File: src/rtl/tsh_pkg.sv
// ----------------------------------------------------------------------------
// tsh_pkg
// Shared types, constants and hash step functions for the triple string hash.
// ----------------------------------------------------------------------------
package tsh_pkg;

  localparam int unsigned ByteW    = 8;
  localparam int unsigned HashW    = 32;
  localparam int unsigned ElfOutW  = 31;
  localparam int unsigned QDepth   = 4;
  localparam int unsigned QPtrW    = $clog2(QDepth);
  localparam int unsigned QCntW    = $clog2(QDepth + 1);

  localparam logic [HashW-1:0] FnvPrime = 32'd16777619;
  localparam logic [HashW-1:0] PolyMult = 32'd31;

  // One queued operation: a string byte or the string terminator.
  typedef struct packed {
    logic             term;
    logic [ByteW-1:0] data;
  } op_t;

  // ELF/PJW step. The running value never has its top nibble set, so the
  // left shift only drops zeros. Folding the new top nibble into bits 7:4
  // and clearing it is harmless when that nibble is zero.
  function automatic logic [HashW-1:0] elf_step(input logic [HashW-1:0] h,
                                                input logic [ByteW-1:0] b);
    logic [HashW-1:0] sum;
    sum = {h[HashW-5:0], 4'h0} + {{(HashW-ByteW){1'b0}}, b};
    return {4'h0, sum[27:8], sum[7:4] ^ sum[31:28], sum[3:0]};
  endfunction

  function automatic logic [HashW-1:0] fnv_step(input logic [HashW-1:0] h,
                                                input logic [ByteW-1:0] b);
    logic [HashW-1:0] prod;
    prod = h * FnvPrime;
    return prod ^ {{(HashW-ByteW){1'b0}}, b};
  endfunction

  function automatic logic [HashW-1:0] poly_step(input logic [HashW-1:0] h,
                                                 input logic [ByteW-1:0] b);
    logic [HashW-1:0] prod;
    prod = h * PolyMult;
    return prod + {{(HashW-ByteW){1'b0}}, b};
  endfunction

endpackage

File: src/rtl/tsh_front.sv
// ----------------------------------------------------------------------------
// tsh_front
// Accepts string bytes, marks terminators and holds them in a short queue.
// ----------------------------------------------------------------------------
module tsh_front (
  input  logic                     clk,
  input  logic                     rst_n,
  input  logic                     in_valid,
  output logic                     in_stall,
  input  logic [tsh_pkg::ByteW-1:0] in_data_byte,
  output logic                     q_valid,
  output tsh_pkg::op_t             q_op,
  input  logic                     q_pop
);

  tsh_pkg::op_t                  mem_r [tsh_pkg::QDepth];
  logic [tsh_pkg::QPtrW-1:0]     wr_ptr_r, wr_ptr_nxt;
  logic [tsh_pkg::QPtrW-1:0]     rd_ptr_r, rd_ptr_nxt;
  logic [tsh_pkg::QCntW-1:0]     count_r, count_nxt;
  logic                          push;
  logic                          pop;
  tsh_pkg::op_t                  new_op;

  assign in_stall = (count_r == tsh_pkg::QCntW'(tsh_pkg::QDepth));
  assign push     = in_valid && !in_stall;
  assign q_valid  = (count_r != '0);
  assign pop      = q_pop && q_valid;
  assign q_op     = mem_r[rd_ptr_r];

  always_comb begin
    new_op.term = (in_data_byte == '0);
    new_op.data = in_data_byte;
  end

  always_comb begin
    wr_ptr_nxt = push ? wr_ptr_r + 1'b1 : wr_ptr_r;
    rd_ptr_nxt = pop ? rd_ptr_r + 1'b1 : rd_ptr_r;
    count_nxt  = count_r;
    if (push && !pop) begin
      count_nxt = count_r + 1'b1;
    end else if (pop && !push) begin
      count_nxt = count_r - 1'b1;
    end
  end

  always_ff @(posedge clk) begin
    if (!rst_n) begin
      wr_ptr_r <= '0;
      rd_ptr_r <= '0;
      count_r  <= '0;
    end else begin
      wr_ptr_r <= wr_ptr_nxt;
      rd_ptr_r <= rd_ptr_nxt;
      count_r  <= count_nxt;
    end
  end

  always_ff @(posedge clk) begin
    if (push) begin
      mem_r[wr_ptr_r] <= new_op;
    end
  end

endmodule

File: src/rtl/tsh_back.sv
// ----------------------------------------------------------------------------
// tsh_back
// Runs the three hash updates and holds the finished result for transfer.
// ----------------------------------------------------------------------------
module tsh_back (
  input  logic                        clk,
  input  logic                        rst_n,
  input  logic                        q_valid,
  input  tsh_pkg::op_t                q_op,
  output logic                        q_pop,
  output logic                        out_valid,
  input  logic                        out_stall,
  output logic [tsh_pkg::ElfOutW-1:0] out_elf_result,
  output logic [tsh_pkg::HashW-1:0]   out_fnv_result,
  output logic [tsh_pkg::HashW-1:0]   out_poly_result
);

  logic [tsh_pkg::HashW-1:0]   elf_r, elf_nxt;
  logic [tsh_pkg::HashW-1:0]   fnv_r, fnv_nxt;
  logic [tsh_pkg::HashW-1:0]   poly_r, poly_nxt;
  logic                        out_valid_r, out_valid_nxt;
  logic [tsh_pkg::ElfOutW-1:0] elf_out_r;
  logic [tsh_pkg::HashW-1:0]   fnv_out_r;
  logic [tsh_pkg::HashW-1:0]   poly_out_r;
  logic                        out_free;
  logic                        emit;

  // Bytes never wait; a terminator waits only for the output register.
  assign out_free = !out_valid_r || !out_stall;
  assign q_pop    = q_valid && (!q_op.term || out_free);
  assign emit     = q_pop && q_op.term;

  always_comb begin
    elf_nxt  = elf_r;
    fnv_nxt  = fnv_r;
    poly_nxt = poly_r;
    if (q_pop) begin
      if (q_op.term) begin
        elf_nxt  = '0;
        fnv_nxt  = '0;
        poly_nxt = '0;
      end else begin
        elf_nxt  = tsh_pkg::elf_step(elf_r, q_op.data);
        fnv_nxt  = tsh_pkg::fnv_step(fnv_r, q_op.data);
        poly_nxt = tsh_pkg::poly_step(poly_r, q_op.data);
      end
    end
    out_valid_nxt = emit ? 1'b1 : (out_valid_r && out_stall);
  end

  always_ff @(posedge clk) begin
    if (!rst_n) begin
      elf_r       <= '0;
      fnv_r       <= '0;
      poly_r      <= '0;
      out_valid_r <= 1'b0;
    end else begin
      elf_r       <= elf_nxt;
      fnv_r       <= fnv_nxt;
      poly_r      <= poly_nxt;
      out_valid_r <= out_valid_nxt;
    end
  end

  always_ff @(posedge clk) begin
    if (emit) begin
      elf_out_r  <= elf_r[tsh_pkg::ElfOutW-1:0];
      fnv_out_r  <= fnv_r;
      poly_out_r <= poly_r;
    end
  end

  assign out_valid       = out_valid_r;
  assign out_elf_result  = elf_out_r;
  assign out_fnv_result  = fnv_out_r;
  assign out_poly_result = poly_out_r;

endmodule

File: src/rtl/triple_string_hash.sv
// ----------------------------------------------------------------------------
// triple_string_hash
// ELF/PJW, FNV-1 (zero basis) and multiply-by-31 hashes of a byte string.
// ----------------------------------------------------------------------------
//
//   Channel   Direction  Handshake            Payload
//   -------   ---------  -------------------  --------------------------------
//   in_       input      in_valid / in_stall  in_data_byte (8b, 0 = end)
//   out_      output     out_valid/out_stall  out_elf_result (31b),
//                                             out_fnv_result, out_poly_result
//
// One byte is taken per cycle while in_stall is low. A byte is written into
// the queue when it is transferred and reaches the hash registers when it
// leaves the queue. A terminator's result is loaded into the output register
// at the same edge at which the terminator leaves the queue, and is offered
// from there. The timing limit is the FNV multiply by a constant feeding the
// running hash register.
// Reset (rst_n low, synchronous) empties the queue, drops any pending result
// and clears all three running hashes. An output stall holds back a terminator
// at the queue head and all entries behind it; string bytes at the head keep
// draining into the hashes; the four-entry queue raises in_stall only when full.
//
// The front part classifies each incoming byte as data or terminator and
// queues it. The back part pops one entry per cycle unless a terminator at
// the head waits on a stalled output, updates the hashes for data bytes, and
// for a terminator loads the output register and restarts the hashes from zero.
// ----------------------------------------------------------------------------
module triple_string_hash (
  input  logic                        clk,
  input  logic                        rst_n,
  input  logic                        in_valid,
  output logic                        in_stall,
  input  logic [tsh_pkg::ByteW-1:0]   in_data_byte,
  output logic                        out_valid,
  input  logic                        out_stall,
  output logic [tsh_pkg::ElfOutW-1:0] out_elf_result,
  output logic [tsh_pkg::HashW-1:0]   out_fnv_result,
  output logic [tsh_pkg::HashW-1:0]   out_poly_result
);

  // Queue head as seen by the back part.
  logic         q_valid;
  tsh_pkg::op_t q_op;
  logic         q_pop;

  tsh_front u_front (
    .clk          (clk),
    .rst_n        (rst_n),
    .in_valid     (in_valid),
    .in_stall     (in_stall),
    .in_data_byte (in_data_byte),
    .q_valid      (q_valid),
    .q_op         (q_op),
    .q_pop        (q_pop)
  );

  tsh_back u_back (
    .clk             (clk),
    .rst_n           (rst_n),
    .q_valid         (q_valid),
    .q_op            (q_op),
    .q_pop           (q_pop),
    .out_valid       (out_valid),
    .out_stall       (out_stall),
    .out_elf_result  (out_elf_result),
    .out_fnv_result  (out_fnv_result),
    .out_poly_result (out_poly_result)
  );

endmodule

File: config.mk
export PLATFORM = sky130hd
export DESIGN_NAME = triple_string_hash
export DESIGN_NICKNAME = d
export VERILOG_FILES = /design/src/rtl/tsh_pkg.sv /design/src/rtl/tsh_front.sv /design/src/rtl/tsh_back.sv /design/src/rtl/triple_string_hash.sv
export SDC_FILE = /design/constraint.sdc
export NUM_CORES = 1
export LEC_CHECK = 0
export ABC_AREA = 0
export BUFFER_PORTS_ARGS = -buffer_cell sky130_fd_sc_hd__buf_2
export CAP_MARGIN = 20
export CORE_MARGIN = 3
export CORE_UTILIZATION = 57
export CTS_CLUSTER_SIZE = 20
export DETAILED_ROUTE_END_ITERATION = 12
export PLACE_DENSITY = 0.78
export SLEW_MARGIN = 20
export SYNTH_ARGS = -nofsm -noshare
export SYNTH_HDL_FRONTEND = slang
export SYNTH_SLANG_ARGS = --single-unit
File: constraint.sdc
create_clock -name clk -period 5.3 [get_ports clk]
set_input_delay 0.53 -clock clk [delete_from_list [all_inputs] [get_ports clk]]
set_output_delay 0.53 -clock clk [all_outputs]
set_load 0.05 [all_outputs]
-- Word level (Yosys, flattened, before mapping)
Memories as Yosys holds them, arrays and structs flattened. A register that Yosys moved wholly into a read port is not among the register bits.
Cells that the tools add are included.
- $add $sub $neg: 6
- $mul: 2
- equality and inequality tests: 1
- muxes and demuxes: 10
- bitwise gates (word level): 2
- reductions and logical operators: 18
- operators by type and width (cell ; count):
    32-bit by 8-bit adder with 32-bit output ; 2
    32-bit two-way mux ; 2
    32-bit by 25-bit multiplier with 32-bit output, second input constant ; 1
    32-bit by 5-bit multiplier with 32-bit output, second input constant ; 1
    32-bit by 8-bit XOR with 32-bit output ; 1
    28-bit two-way mux ; 1
    8-bit zero test ; 1
    1-bit logical AND ; 7
    1-bit zero test ; 6
    3-bit two-way mux ; 2
    2-bit by 1-bit adder with 2-bit output, second input constant ; 2
    2-bit two-way mux ; 2
    4-bit XOR ; 1
    3-bit by 1-bit adder with 3-bit output, second input constant ; 1
    3-bit equality test, second input constant ; 1
    1-bit two-way mux ; 3
    3-bit nonzero test ; 1
    3-bit by 1-bit subtractor with 3-bit output, second input constant ; 1
    1-bit logical OR ; 2
    2-bit nonzero test ; 1
- flip-flop bits (word level): 192
- memory bits (writable): 36
- output and inout port bits: 97
- word-level logic and storage cells: 50
- memories: 1
- memory list (memory ; depth ; width ; read ports ; clocked after memory_dff ; wr ports ; line ; source):
    u_front.mem_r ; 4 ; 9 ; 1 ; 1 ; 1 ; tsh_front.sv:16 ; tsh_pkg::op_t mem_r [tsh_pkg::QDepth];

-- Longest topological paths before layout
Gate-level depths: netlist of run 1.
- word-level depth: 8
- gate-level depth with buffers: 21
- mapped depth without buffers: 21

-- Cells and area by module
Synthesis of run 1 repeated with hierarchy kept, for this count alone.
- cells, all modules: 1570
- area total of the unflattened synthesis: 17818.3 um^2
- modules (own cells, without submodules) (module ; instances ; cells an instance ; area an instance (um^2)):
    tsh_back ; 1 ; 1472 ; 16015.4
    tsh_front ; 1 ; 98 ; 1803.0

-- Worst setup path after synthesis of run 1
No wires, ideal clock.
- kind: flip-flop to flip-flop
- start: register u_back.fnv_r[7] (netlist name)
- end: register u_back.fnv_r[30] (netlist name)
- library setup time: 0.062 ns
- arrival time: 4.876 ns
- required time: 5.238 ns
- setup slack: 0.363 ns
- stages on the path, launching flop included: 19
- path buffers: 0
- clock period less this slack: 4.937 ns
- cells stage by stage: dfxtp_1 > ha_1 > ha_1 > fa_1 > ha_1 > fa_1 > ha_1 > inv_1 > fa_1 > inv_1 > ha_1 > and4_1 > a31oi_1 > and2_1 > a31oi_1 > a31oi_1 > o21ai_0 > or3_1 > nand3_1
- word-level cells in the longest chain between the ends: 3
- ends and longest elaborated chain (item ; line ; source):
    start: declaration ; tsh_back.sv:19 ; logic [tsh_pkg::HashW-1:0] fnv_r, fnv_nxt;
    start signal: assignment ; tsh_back.sv:59 ; fnv_r <= fnv_nxt;
    32-bit by 25-bit multiplier with 32-bit output ; tsh_pkg.sv:36 ; prod = h * FnvPrime;
    32-bit by 8-bit XOR with 32-bit output ; tsh_pkg.sv:37 ; return prod ^ {{(HashW-ByteW){1'b0}}, b};
    32-bit two-way mux ; tsh_back.sv:38 ; if (q_op.term) begin
No other way between the ends.
A chain may end at the register's enable or synchronous reset.

-- Worst setup path in the final report of run 1
- start: register u_back.fnv_r[13] (netlist name)
- end: register u_back.fnv_r[31] (netlist name)
The elaborated chain is that of the path after synthesis.

==> results_tabular.tex, run 1 <==
\begin{tabular}{lr}
\hline
Metric & Value \\
\hline
\multicolumn{2}{l}{\textbf{Status}} \\
Outcome & completed \\
\multicolumn{2}{l}{\textbf{Synth}} \\
Dominant combinational cell family by area after synthesis & adder cells \\
Share of the yosys chip area belonging to registers & 0.326 \\
Number of distinct standard cells referenced by the synthesized netlist & 64 \\
Top\_reg\_cell synth & edfxtp\_1 \\
Library cell occupying the most area in the post-synthesis netlist & edfxtp\_1 \\
Synth Area in Adders & 0.360 \\
Multiplexer share of the synthesized area & 0.0135 \\
Share of synthesized flip-flops with an asynchronous set or reset & 0 \\
Area fraction of the dominant cell type after synthesis & 0.213 \\
Post-synthesis instance area & 18000 um\^{}2 \\
Cell types with the largest area share after synthesis & edfxtp\_1, fa\_1, ha\_1, dfxtp\_1, inv\_1 \\
Compound-cell area share of the yosys netlist & 0.0942 \\
Synthesized-area fraction occupied by xor and xnor cells & 0.0500 \\
Average footprint of a synthesized cell & 11.0 um\^{}2 \\
Basic-gate share of the synthesized area counting and, or, nand and nor cells & 0.0785 \\
Total of flip-flops plus latches after synthesis & 230 \\
Number of standard cells after synthesis & 1646 \\
Synthesis warning total & 0 \\
Number of enable-type register cells in the synthesized netlist & 128 \\
\multicolumn{2}{l}{\textbf{Critical path}} \\
CP Launch Type & flip-flop \\
CP max FO & 6 \\
Arrival time reported for the critical path endpoint & 5.53 ns \\
Setup Crit Path Kind & flip-flop to flip-flop \\
Slowest cell on crit path & fa\_1 \\
CP Buf/Inv Count & 2 \\
List of cells traversed by the critical path & ha\_1 > ha\_1 > fa\_1 > ha\_1 > fa\_1 > ha\_1 > inv\_1 > fa\_1 > inv\_1 > ha\_1 > a2111o\_1 > a211o\_1 > o21ai\_4 > o2111ai\_1 > a21oi\_1 > xnor2\_1 > o21ai\_0 \\
Req. time, crit path & 5.71 ns \\
CP most frequent cell & ha\_1 \\
Reg-to-reg slack, setup & 0.18 ns \\
Crit path largest cell delay & 0.53 ns \\
Family with the most delay on the worst path & adder cells \\
Kind of end point of the critical path & flip-flop \\
\multicolumn{2}{l}{\textbf{Detailed routing}} \\
Met2 WL post-DR & 18.2 mm \\
Met3 wirelength from detailed routing & 2.52 mm \\
First DRT Iteration DRCs & 780 \\
Final wirelength & 39.7 mm \\
Via total after detailed routing & 12.2k \\
Number of detailed-route iterations in the first pass & 5 \\
Average via count per standard cell & 5.56 \\
Antenna-violating nets left & 0 \\
Routed metal-1 wirelength & 17.7 mm \\
Top Metal Used & met4 \\
Final routed wire length divided by cell count & 18.1 um \\
Total DRC errors in the routed layout & 0 \\
\multicolumn{2}{l}{\textbf{Clock tree}} \\
Clock Sink Count & 230 \\
Clock tree root buffer cell & clkbuf\_16 \\
Clock Path Buffers & 3 \\
CTS clock-pin slew for the worst setup and hold paths & 0.06 ns \\
Clk Latency, worst-skew pair & 0.54 ns \\
CTS tree & done \\
Num CTS Buffers & 26 \\
Hold-fix buffer count after cts & 0 \\
Clock H-tree levels & 1 \\
\multicolumn{2}{l}{\textbf{Hold path}} \\
Class of the most critical hold timing path & input port to flip-flop \\
\multicolumn{2}{l}{\textbf{Finish}} \\
Number of standard cells in the final layout excluding fillers & 2201 \\
Number of antenna diodes & 0 \\
Number of nets in the layout & 2216 \\
Layout area overhead & 11.6\% \\
Final instance area & 20100 um\^{}2 \\
Fraction of final layout cells with drive strength greater than 1 & 0.122 \\
\multicolumn{2}{l}{\textbf{Global routing}} \\
Total overflow reported by the global router & 0 \\
Initial antenna violation count & 0 \\
Vias in the first global route & 12.5k \\
Maximum number of pins on one net before global-route repair & 74 \\
Global router's overall resource usage & 0.241 \\
Wire length of the first global-routing pass & 65.3 mm \\
\multicolumn{2}{l}{\textbf{Placed design}} \\
Port Buf Inserts & 105 \\
Number of placed instances, taps included & 2151 \\
DP Area & 19200 um\^{}2 \\
Placed wire-length estimate & 30.1 mm \\
Routability-driven placement congestion ratio & 0.898 \\
\multicolumn{2}{l}{\textbf{Timing}} \\
Number of setup violations in the final report & 0 \\
Post-Route Skew & 0.0102 ns \\
Fmax & 195 MHz \\
Hold violation total from the final report & 0 \\
Fin crit share & 0.966 \\
Transition time at the pin with the least slew margin & 1.03 ns \\
Relative slew margins & 0.310 \\
Final Hold Slack & 0.213 ns \\
Count of pins over their slew limit & 0 \\
Fin crit period & 5.12 ns \\
Setup repair after global routing missed its margin & true \\
\multicolumn{2}{l}{\textbf{Floorplan}} \\
Die height & 184 um \\
Horizontal die dimension & 184 um \\
Effective utilization at floorplan & 0.583 \\
Io pins & 109 \\
Placement Rows & 64 \\
Placeable Area & 30900 um\^{}2 \\
Die footprint & 33800 um\^{}2 \\
\multicolumn{2}{l}{\textbf{Run}} \\
MaxCap Viol Count & 0 \\
\hline
\end{tabular}
==> worst paths after layout <==
| kind | startpoint | end | cells past startpoint |
|---|---|---|---|
| setup / recovery | u_back.fnv_r[13] | u_back.fnv_r[31] | 17 |
| hold / removal | in_data_byte[7] | u_front.mem_r[0][7] | 1 |
| setup reg to reg | u_back.fnv_r[13] | u_back.fnv_r[31] | 17 |
| hold reg to reg | u_back.elf_r[3] | u_back.out_elf_result[3] | 0 |
==> cell type report <==
type,count,area (um^2)
timing repair buffer,145,826
sequential,230,5900
tap,396,495
clock buffer,30,687
fill,2391,10800
clock inverter,18,176
multi-input combinational,1060,10800
inverter,322,1210
==> sequential cells by signal, indices dropped and copies added, names as in the netlist, named ones only <==
name	cells
u_back.out_fnv_result	32
u_front.wr_ptr_r	2
u_back.out_valid	1
u_back.fnv_r	32
u_front.mem_r	36
u_front.rd_ptr_r	2
u_back.poly_r	32
u_front.count_r	3
u_back.out_elf_result	28
u_back.elf_r	28
u_back.out_poly_result	32
==> cells in the final DEF, fill, tap and decap left out, types with 9 or more instances in the layout <==
cell       Yosys  final
a22oi_1       51     50
nor2b_1       63     63
buf_2          9    105
o21ai_0       62     58
and2_1        19     18
o21a_1         9      9
nand2_1       62     62
a21o_1        17     17
mux4_2         9      9
edfxtp_1     128    128
inv_1        321    321
xor2_1        37     37
dfxtp_1      102     96
buf_4          3     40
nand2b_1      16     16
clkbuf_16      0     27
xnor2_1       66     66
nand3_1       23     23
ha_1         253    252
nor2_1        36     35
fa_1         166    166
a21oi_1       45     43
nor3_1        13     13
a211oi_1       9      9
==> metal layers <==
| metal | up-vias | GRT usage |
|---|---|---|
| li1 | 5808 | - |
| met1 | 5941 | 0.343 |
| met2 | 397 | 0.392 |
| met3 | 87 | 0.0323 |
| met4 | 0 | 0.0692 |
| met5 | - | 0 |
==> logic make-up after synthesis <==
| logic type | Yosys count |
|---|---|
| multiplexers | 13 |
| AO/OA/AOI/OAI | 256 |
| AND/OR/NAND/NOR | 266 |
| flip-flops | 230 |
| buffers and inverters | 358 |
| other | 1 |
| XOR/XNOR | 103 |
| adder cells (fa/ha/maj) | 419 |
==> timing repair <==
item,CTS,global route
buffers inserted,0,2
resized for setup,1,22
hold endpoints to repair,0,0
endpoints found under the setup margin,1,13
pin swaps,0,3
gates cloned,0,0
==> worst reg2reg max path, cell delays in order, from the launching register on <==
cell and delay, ns:
dfxtp_1 0.42, ha_1 0.27, ha_1 0.30, fa_1 0.49, ha_1 0.22, fa_1 0.47
ha_1 0.30, inv_1 0.06, fa_1 0.53, inv_1 0.05, ha_1 0.40, a2111o_1 0.44
a211o_1 0.32, o21ai_4 0.20, o2111ai_1 0.15, a21oi_1 0.18, xnor2_1 0.13, o21ai_0 0.08
==> per-stage QoR <==
stage                     TNS (ns)  setup WS, ns   util
after floorplan                  0         0.363      -
after global placement           0         0.110  0.620
after detailed placement   -0.0224       -0.0224  0.620
after CTS                        0        0.0183  0.648
after global routing       -0.0949       -0.0496  0.651
final                            0         0.178  0.651
==> cell usage after synthesis (10+ instances only) <==
cell	number
and2_1	19
a21o_1	17
a31oi_1	10
nor2_1	36
fa_1	166
nor3_1	13
o21ai_0	62
ha_1	253
xnor2_1	66
nand2_1	62
dfxtp_1	102
clkbuf_1	20
a21oi_1	45
a22oi_1	51
edfxtp_1	128
nand2b_1	16
nand3_1	23
nor2b_1	63
inv_1	321
xor2_1	37
Power of run 1 is left out: the tool's default activity adds up to more than one toggle a clock period on the data nets, which glitch-free logic cannot reach.
==> run 2: changes to the inputs <==
- ABC_AREA: 0 -> 1
- SETUP_SLACK_MARGIN: default -> 0.1
==> run 2 against run 1 <==
Net effect: clock skew increased by 0.013 ns; register-to-register slack improved by 0.14 ns; critical path type unchanged; critical path depth increased by 2; non-clock buffer count decreased by 10.
==> results_tabular.tex, run 2 <==
\begin{tabular}{lr}
\hline
Metric & Value \\
\hline
\multicolumn{2}{l}{\textbf{Status}} \\
Outcome & completed \\
\multicolumn{2}{l}{\textbf{Critical path}} \\
CP Launch Type & flip-flop \\
Beginning of the worst register-to-register path & u\_back.fnv\_r[17] \\
Kind of end point of the critical path & flip-flop \\
Logic depth of the worst register-to-register path & 19 \\
Worst reg2reg endpoint & u\_back.fnv\_r[29] \\
Reg-to-reg slack, setup & 0.32 ns \\
Req. time, crit path & 5.69 ns \\
Setup Crit Path Kind & flip-flop to flip-flop \\
CP max FO & 7 \\
Arrival time reported for the critical path endpoint & 5.37 ns \\
\multicolumn{2}{l}{\textbf{Clock tree}} \\
Clock H-tree levels & 1 \\
Clock tree root buffer cell & clkbuf\_16 \\
CTS tree & done \\
Num CTS Buffers & 26 \\
Hold-fix buffer count after cts & 0 \\
Clock Path Buffers & 3 \\
CTS clock-pin slew for the worst setup and hold paths & 0.07 ns \\
Clock Sink Count & 230 \\
Clk Latency, worst-skew pair & 0.56 ns \\
\multicolumn{2}{l}{\textbf{Synth}} \\
Synthesis warning total & 0 \\
Total of flip-flops plus latches after synthesis & 230 \\
Area fraction of the dominant cell type after synthesis & 0.199 \\
Share of synthesized flip-flops with an asynchronous set or reset & 0 \\
Basic-gate share of the synthesized area counting and, or, nand and nor cells & 0.164 \\
Count leader, synth & inv\_1 \\
Compound-cell area share of the yosys netlist & 0.0881 \\
Post-synthesis instance area & 19300 um\^{}2 \\
Top\_reg\_cell synth & edfxtp\_1 \\
Library cell occupying the most area in the post-synthesis netlist & edfxtp\_1 \\
Number of distinct standard cells referenced by the synthesized netlist & 46 \\
Synth Area in Adders & 0.336 \\
Cell types with the largest area share after synthesis & edfxtp\_1, fa\_1, ha\_1, dfxtp\_1, inv\_1 \\
Average footprint of a synthesized cell & 8.70 um\^{}2 \\
Number of standard cells after synthesis & 2218 \\
Synthesized-area fraction occupied by xor and xnor cells & 0.00681 \\
Dominant combinational cell family by area after synthesis & adder cells \\
Share of the yosys chip area belonging to registers & 0.305 \\
List of most frequent post-synthesis cells & inv\_1, nand2\_1, ha\_1 \\
Number of enable-type register cells in the synthesized netlist & 128 \\
Multiplexer share of the synthesized area & 0 \\
\multicolumn{2}{l}{\textbf{Timing}} \\
Relative slew margins & 0.375 \\
Fmax & 201 MHz \\
Hold violation total from the final report & 0 \\
Transition time at the pin with the least slew margin & 0.938 ns \\
Fin crit share & 0.939 \\
Fin crit period & 4.98 ns \\
Worst Slack Setup Final & 0.321 ns \\
Final setup TNS & 0 ns \\
Number of setup violations in the final report & 0 \\
Setup repair after global routing missed its margin & false \\
Post-Route Skew & 0.0234 ns \\
Count of pins over their slew limit & 0 \\
\multicolumn{2}{l}{\textbf{Detailed routing}} \\
Via total after detailed routing & 15.3k \\
Antenna-violating nets left & 0 \\
Number of detailed-route iterations in the first pass & 5 \\
Final wirelength & 48.2 mm \\
Final routed wire length divided by cell count & 17.2 um \\
Average via count per standard cell & 5.46 \\
First DRT Iteration DRCs & 988 \\
Total DRC errors in the routed layout & 0 \\
\multicolumn{2}{l}{\textbf{Floorplan}} \\
Placeable Area & 32900 um\^{}2 \\
Placement Rows & 66 \\
Die footprint & 36100 um\^{}2 \\
Horizontal die dimension & 190 um \\
Effective utilization at floorplan & 0.585 \\
Die height & 190 um \\
Io pins & 109 \\
\multicolumn{2}{l}{\textbf{Placed design}} \\
Routability-driven placement congestion ratio & 0.976 \\
Pre-CTS worst setup slack & 0.113 ns \\
Placed wire-length estimate & 37.6 mm \\
Port Buf Inserts & 105 \\
\multicolumn{2}{l}{\textbf{Global routing}} \\
Maximum number of pins on one net before global-route repair & 79 \\
Total overflow reported by the global router & 0 \\
Wire length of the first global-routing pass & 79.3 mm \\
Vias in the first global route & 15.8k \\
Initial antenna violation count & 0 \\
Global router's overall resource usage & 0.272 \\
\multicolumn{2}{l}{\textbf{Finish}} \\
Commonest cells after routing, fill and taps aside & inv\_1, nand2\_1, ha\_1, a21oi\_1, fa\_1 \\
Number of nets in the layout & 2778 \\
Commonest non-fill, non-tap cell in the layout & inv\_1 \\
Layout area overhead & 10.5\% \\
Number of antenna diodes & 0 \\
Register with the most flip-flops & u\_front.mem\_r \\
Flip-flop count of the largest register after layout & 36 \\
Fraction of final layout cells with drive strength greater than 1 & 0.0942 \\
Number of fill cells & 2710 \\
\multicolumn{2}{l}{\textbf{Hold path}} \\
Terminating pin of the worst hold path & u\_front.mem\_r[3][3] \\
Number of stages on the worst hold path & 1 \\
Class of the most critical hold timing path & input port to flip-flop \\
Hold path startpoint & in\_data\_byte[3] \\
\multicolumn{2}{l}{\textbf{Run}} \\
MaxCap Viol Count & 0 \\
\hline
\end{tabular}
run 2: changes by cell type in the layout (fill, tap and decap cells not counted), moves of 31 or more:
| cell | before | now |
|---|---|---|
| inv_1 | 321 | 452 |
| xor2_1 | 37 | 6 |
| a21oi_1 | 43 | 195 |
| nor2_1 | 35 | 108 |
| xnor2_1 | 66 | 9 |
| nand3_1 | 23 | 112 |
| nand2_1 | 62 | 417 |
| nor2b_1 | 63 | 0 |
| a22oi_1 | 50 | 0 |
run 2: worst max path at each step:
stage | startpoint | endpoint | depth (start not counted)
3_5_place_dp | u_back.fnv_r[17] | u_back.fnv_r[27] | 17
3_3_place_gp | u_back.fnv_r[17] | u_back.fnv_r[27] | 17
5_1_grt | u_back.fnv_r[21] | u_back.fnv_r[30] | 22
2_1_floorplan | u_back.fnv_r[17] | u_back.fnv_r[27] | 17
4_1_cts | u_back.fnv_r[16] | u_back.fnv_r[27] | 17
6_report | u_back.fnv_r[17] | u_back.fnv_r[29] | 19
run 2: worst max-delay path, stage by stage (launching register included):
cell     delay, ns
dfxtp_4       0.39
ha_1          0.29
ha_1          0.30
fa_1          0.50
ha_1          0.24
fa_1          0.53
inv_1         0.05
fa_1          0.48
fa_1          0.56
inv_1         0.05
ha_2          0.39
nand2_1       0.14
nor2_1        0.22
nand2_1       0.10
nor3_1        0.14
nand2_1       0.12
nand3_1       0.09
nand2_1       0.06
nand3_1       0.08
a21oi_1       0.06
run 2: logic make-up after synthesis:
kind of cell    after synthesis
fa+ha+maj                   419
compound gates              321
other cells                   1
buf+inv                     497
simple gates                735
flops                       230
xor+xnor                     15
run 2: repair_timing:
| item | CTS | global route |
|---|---|---|
| buffers inserted | 0 | 1 |
| gates cloned | 0 | 0 |
| endpoints found under the setup margin | 1 | 12 |
| resized for setup | 1 | 18 |
| pin swaps | 0 | 2 |
run 2: metal layers:
layer | up-vias | part of all wire | track usage
met4 | 0 | 0.031 | 0.0896
met3 | 101 | 0.050 | 0.0291
li1 | 7424 | - | -
met5 | - | 0 | 0
met2 | 461 | 0.48 | 0.467
met1 | 7341 | 0.44 | 0.363
run 2: layout make-up:
cell class,instances,area [um^2],area share
Multi-Input combinational cell,1493,11500,0.541
Sequential cell,230,5900,0.277
Timing Repair Buffer,135,763,0.0358
Clock buffer,35,706,0.0331
Tap cell,442,553,0.0260
Clock inverter,13,126,0.00593
Inverter,461,1740,0.0814
run 2: through the flow:
stage	instances	area (um^2)	hold WS, ns	util
finish	2809	21300	0.215	0.647
global route	2809	21300	0.219	0.647
CTS	2808	21300	0.203	0.645
detailed placement	2760	20400	0.456	0.620
global placement	2760	20400	0.462	0.620
floorplan	2220	19300	0.437	-
Power of run 2 is left out for the same reason.
